===== src/rtl/fbpb_pkg.sv =====
`timescale 1ns / 1ps
// ----------------------------------------------------------------------------
// fbpb_pkg
// Shared types, constants and the arithmetic helper of the pixel blend core.
// ----------------------------------------------------------------------------
package fbpb_pkg;

   localparam int MAX_SIZE_DEF = 1024;

   localparam int CANVAS_W = 11;
   localparam logic [CANVAS_W-1:0] CANVAS_RESET = 11'd1024;

   localparam int CSR_ADDR_W = 2;
   localparam int CSR_DATA_W = 32;

   localparam int COORD_W = 16;
   localparam int COLOR_W = 32;
   localparam int PIXEL_W = 24;
   localparam int CHAN_W  = 8;
   localparam int NUM_CHAN = 3;

   localparam logic OP_WRITE = 1'b0;
   localparam logic OP_READ  = 1'b1;

   localparam logic [CHAN_W-1:0] ALPHA_OPAQUE = 8'hFF;

   typedef enum logic [1:0] {
      ST_CLEAR,
      ST_IDLE,
      ST_FETCH,
      ST_STORE
   } state_type;

   // exact v / 255 for 16-bit v up to 65279, whose quotient fits 8 bits
   function automatic logic [CHAN_W-1:0] div255(input logic [15:0] v);
      logic [16:0] t;
      t = {1'b0, v} + 17'd1 + {9'd0, v[15:8]};
      return t[15:8];
   endfunction

endpackage


===== src/rtl/fbpb_mix.sv =====
`timescale 1ns / 1ps
// ----------------------------------------------------------------------------
// fbpb_mix
// Per-channel alpha mix: registered products, then sum and divide by 255.
// ----------------------------------------------------------------------------
module fbpb_mix (
   input  logic                         clock,
   input  logic                         load,
   input  logic [fbpb_pkg::COLOR_W-1:0] color,
   input  logic [fbpb_pkg::PIXEL_W-1:0] old_pixel,
   output logic [fbpb_pkg::PIXEL_W-1:0] new_pixel
);

   localparam int PROD_W = 2 * fbpb_pkg::CHAN_W;

   logic [fbpb_pkg::CHAN_W-1:0] alpha;
   logic [fbpb_pkg::CHAN_W-1:0] alpha_inv;
   logic [PROD_W-1:0]           src_prod_ff [fbpb_pkg::NUM_CHAN];
   logic [PROD_W-1:0]           dst_prod_ff [fbpb_pkg::NUM_CHAN];

   assign alpha     = color[fbpb_pkg::CHAN_W-1:0];
   assign alpha_inv = fbpb_pkg::ALPHA_OPAQUE - alpha;

   for (genvar c = 0; c < fbpb_pkg::NUM_CHAN; c++) begin : g_chan
      logic [PROD_W:0] sum;

      always_ff @(posedge clock) begin
         if (load) begin
            src_prod_ff[c] <= PROD_W'(alpha)
               * PROD_W'(color[fbpb_pkg::CHAN_W*(c+1) +: fbpb_pkg::CHAN_W]);
            dst_prod_ff[c] <= PROD_W'(alpha_inv)
               * PROD_W'(old_pixel[fbpb_pkg::CHAN_W*c +: fbpb_pkg::CHAN_W]);
         end
      end

      assign sum = {1'b0, src_prod_ff[c]} + {1'b0, dst_prod_ff[c]};
      assign new_pixel[fbpb_pkg::CHAN_W*c +: fbpb_pkg::CHAN_W] =
         fbpb_pkg::div255(sum[PROD_W-1:0]);
   end

endmodule

===== config.mk =====
export PLATFORM = sky130hd
export DESIGN_NAME = fbpb_mix
export DESIGN_NICKNAME = d
export VERILOG_FILES = /design/src/rtl/fbpb_pkg.sv /design/src/rtl/fbpb_mix.sv
export SDC_FILE = /design/constraint.sdc
export NUM_CORES = 1
export LEC_CHECK = 0
export BUFFER_PORTS_ARGS = -buffer_cell sky130_fd_sc_hd__buf_2
export CORE_UTILIZATION = 60
export DETAILED_ROUTE_END_ITERATION = 10
export GPL_ROUTABILITY_DRIVEN = 0
export PLACE_DENSITY = 0.78
export SLEW_MARGIN = 20
export SYNTH_ARGS = -nofsm -noshare
export SYNTH_HDL_FRONTEND = slang
export SYNTH_SLANG_ARGS = --single-unit

===== constraint.sdc =====
create_clock -name clock -period 10.37 [get_ports clock]
set_input_delay 1.5555 -clock clock [delete_from_list [all_inputs] [get_ports clock]]
set_output_delay 1.5555 -clock clock [all_outputs]
set_load 0.005 [all_outputs]

## Word level (Yosys, flattened, before mapping)

Memories as Yosys holds them, arrays and structs flattened.
Cells that the tools add are included.

| word-level totals | value |
|---|---|
| flip-flop bits (word level) | 0 |
| bits in writable memories | 96 |
| bits of input ports | 58 |
| output and inout bits | 24 |
| word-level logic and storage cells | 20 |
| memories | 2 |

| operators by class | value |
|---|---|
| add/subtract/negate cells | 10 |
| multiply operators | 6 |
| mux-type cells | 2 |

Memories:

| memory | depth | bits a word | rd ports | clocked after Yosys merged registers in | write ports | line | RTL |
|---|---|---|---|---|---|---|---|
| dst_prod_ff | 3 | 16 | 3 | 0 | 3 | fbpb_mix.sv:19 | `logic [PROD_W-1:0] dst_prod_ff [fbpb_pkg::NUM_CHAN];` |
| src_prod_ff | 3 | 16 | 3 | 0 | 3 | fbpb_mix.sv:18 | `logic [PROD_W-1:0] src_prod_ff [fbpb_pkg::NUM_CHAN];` |

Operators with widths:

| cell | number |
|---|---|
| $mul 8x8->16 | 6 |
| $add 16x1->16 const B | 3 |
| $add 16x16->16 | 3 |
| $add 16x8->16 | 3 |
| $sub 8x8->8 const A | 1 |
| $mux 1 | 2 |

## Depth between registers and ports, before layout

| logic depth | value |
|---|---|
| depth in word-level cells | 3 |
| gate-level depth with buffers | 19 |
| mapped depth without buffers | 18 |

## Least setup slack after synthesis

Ideal clock, no wire load.

| timing path | value |
|---|---|
| kind | in2reg |
| from | in color[5] (netlist bit) |
| to | mem src_prod_ff[0][14] (netlist bit), data pin |
| setup time | 257 ps |
| arrival | 5,626 ps |
| data required time | 10,113 ps |
| setup slack | 4,487 ps |
| stages on the path | 16 |
| path buffers | 2 |
| path through | clkbuf_1 clkbuf_1 nand2_1 fa_1 fa_1 inv_1 fa_1 inv_1 fa_1 inv_1 ha_1 a21boi_0 o311a_1 or3_1 o311a_1 xor2_1 |

RTL lines:

| what | line | RTL |
|---|---|---|
| start, declared | fbpb_mix.sv:9 | `input logic [fbpb_pkg::COLOR_W-1:0] color,` |
| end, declared | fbpb_mix.sv:18 |  |

==> results.ini <==
[synth]
synth_top_area_share_pct = 23.5
synth_top_area_cell = fa_1
synth_ff_type = edfxtp_1
syn_area_per_cell_um2 = 9.40
ys_seq_area_share_pct = 15.5
syn_inst = 1982
yosysUniqueCellTypes = 68
synth-seq-cells = 96
synth_edf_count = 96
syn_nets = 2541
yosys_warnings = 0
synthTopCellsByArea = fa_1, ha_1, edfxtp_1, inv_1, nor2b_1
synth_area_mm2 = 0.0186
async_flop_share_pct = 0

[clock_tree]
clkTransAtPathRegs_ps = 80
ctsHoldBuffers = 0
ctsResizeCount = 0
cts_setup_buffers = 0
htree_levels = 3
cts-buffers-inserted = 9
cts-root-buf = clkbuf_16
clock-sinks = 96
cts_tree = done
clockBufferDepth = 2

[outcome]
status = completed

[critical_path]
cp_top_family = compound AO/OA/AOI/OAI gates
crit_buf_inv = 2
startpoint_type = register
critPathArrivalTime_ps = 4860
slowest_delay_ps = 440
critPathRequiredTime_ps = 8810
path_cells = ha_1 -> inv_1 -> fa_1 -> nand2b_1 -> a21o_1 -> a211oi_1 -> o21ai_0 -> xnor2_1 -> ha_1 -> nor2_1 -> a211o_1 -> a21boi_0 -> a21o_1 -> nand4b_2 -> nor4_4 -> nand4_1 -> xnor2_1 -> buf_2
crit_fanout = 5
cp-end-kind = output port
criticalPathCategory = register to output port
crit_slowest_cell = a211oi_1

[global_routing]
antenna_found_initial = 1
grt_pass1_vias = 14000
grtUsageTotal_pct = 25.7
grt_first_pass_wirelength_um = 65100
grt_max_degree = 61
overflow = 0

[sta]
min_period_ps = 6420
timing.fmax_mhz = 156
final-max-slew-violation-count = 0
finalSetupTns_ps = 0
period_share_pct = 61.9
finalHoldViolCount = 0
finalHoldWorstSlack_ps = 1600
setup_violations = 0
rsz0062_at_grt = false
maxSlewHeadroom_pct = 34.5
worst_pin_slew_ps = 982

[power_and_ir_drop]
p_leak_nw = 9.62
ir_worst_vdd_mv = 0.214
p_per_area_mw_per_mm2 = 277
power_w = 0.00546

[floorplanning]
core_area_mm2 = 0.0306
fp.dieH_um = 178
pin_count = 82
die-area_mm2 = 0.0318
initial_utilization_pct = 60.9
die_w_um = 178
fp-row-count = 64

[finish]
fin_util_pct = 64.4
layout_commonest_cell = inv_1
area_delta_synth_final_pct = 5.69
multi_input_area_mm2 = 0.0143
seqCellArea_mm2 = 0.00288
instances_no_fill = 2438
layout-drive-gt1-share_pct = 6.66
n_fill_cell = 2448
final_cell_mix = inv_1, ha_1, fa_1
nets = 2595

[drt]
post_drt_wl_per_cell_um = 15.7
viasPerCell = 5.61
dr.pass1.iters = 5
postRouteAntennaNets = 0
drt_iter0_drc = 812
remaining_drc_errors = 0
routed_wl_um = 38200
vias = 13700

[min_path]
min_path_type = primary input to register

[flow_run]
drv_cap = 0

[placement]
dp_hpwl_um = 30100
dp_cells = 2421
portBuffers = 81

==> path summary, 6_finish.rpt <==
path,start,end,slack (ps),depth (start not counted)
worst max-delay path,dst_prod_ff[0][0],new_pixel[7],3950,18
worst min-delay path,old_pixel[0],dst_prod_ff[0][0],1600,2
==> cell families (layout without fill, tap and decap cells) <==
logic type                 after synthesis  after routing  synth area share (%)
and+or+nand+nor                        631            631                  19.1
buffers and inverters                  396            455                  7.98
adders and majority gates              501            501                  42.5
other                                    0              1                     0
DFF                                     96             96                  15.5
AOI/OAI and AO/OA                      238            238                  9.22
xor gates and xnor gates               118            118                  5.67
muxes                                    2              2                 0.107
==> where the power goes <==
group / switching, W / leakage (nW) / internal (W)
clock: 0.000172 / 0.139 / 0.000168
combinational: 0.00241 / 8.55 / 0.00196
sequential: 0.0000674 / 0.936 / 0.000677
==> metrics by stage <==
step,cell area [um^2],worst slack [ps]
after floorplan,18600,4490
after global placement,19400,4130
after detailed placement,19400,4010
after CTS,19700,3930
after global routing,19700,3530
final,19700,3950
==> flip-flops by register name (all words and copies together), names as in the netlist <==
signal	count
dst_prod_ff	48
src_prod_ff	48
==> cell type report <==
| type | count | area share, % |
|---|---|---|
| Timing Repair Buffer | 85 | 2.22 |
| Antenna cell | 1 | 0.0127 |
| Multi-Input combinational cell | 1490 | 72.4 |
| Sequential cell | 96 | 14.6 |
| Clock inverter | 7 | 0.299 |
| Inverter | 354 | 6.75 |
| Tap cell | 396 | 2.52 |
| Clock buffer | 9 | 1.14 |
==> routing by layer <==
layer | up-vias | wire, um | track usage (%)
li1 | 6532 | - | -
met1 | 6795 | 16300 | 32.2
met2 | 292 | 19700 | 46.7
met3 | 55 | 1440 | 2.62
met4 | 0 | 721 | 7.13
met5 | - | 0 | 0
==> cell usage after synthesis, types with 32 or more instances <==
| library cell | instances |
|---|---|
| inv_1 | 354 |
| ha_1 | 282 |
| fa_1 | 219 |
| nor2b_1 | 175 |
| and2_1 | 158 |
| xnor2_1 | 98 |
| edfxtp_1 | 96 |
| nand2_1 | 79 |
| nor2_1 | 76 |
| a21oi_1 | 53 |
| nand2b_1 | 49 |
| o21ai_0 | 44 |
| clkbuf_1 | 41 |
| nor3_1 | 32 |
Power figures use the tool's default switching activity.
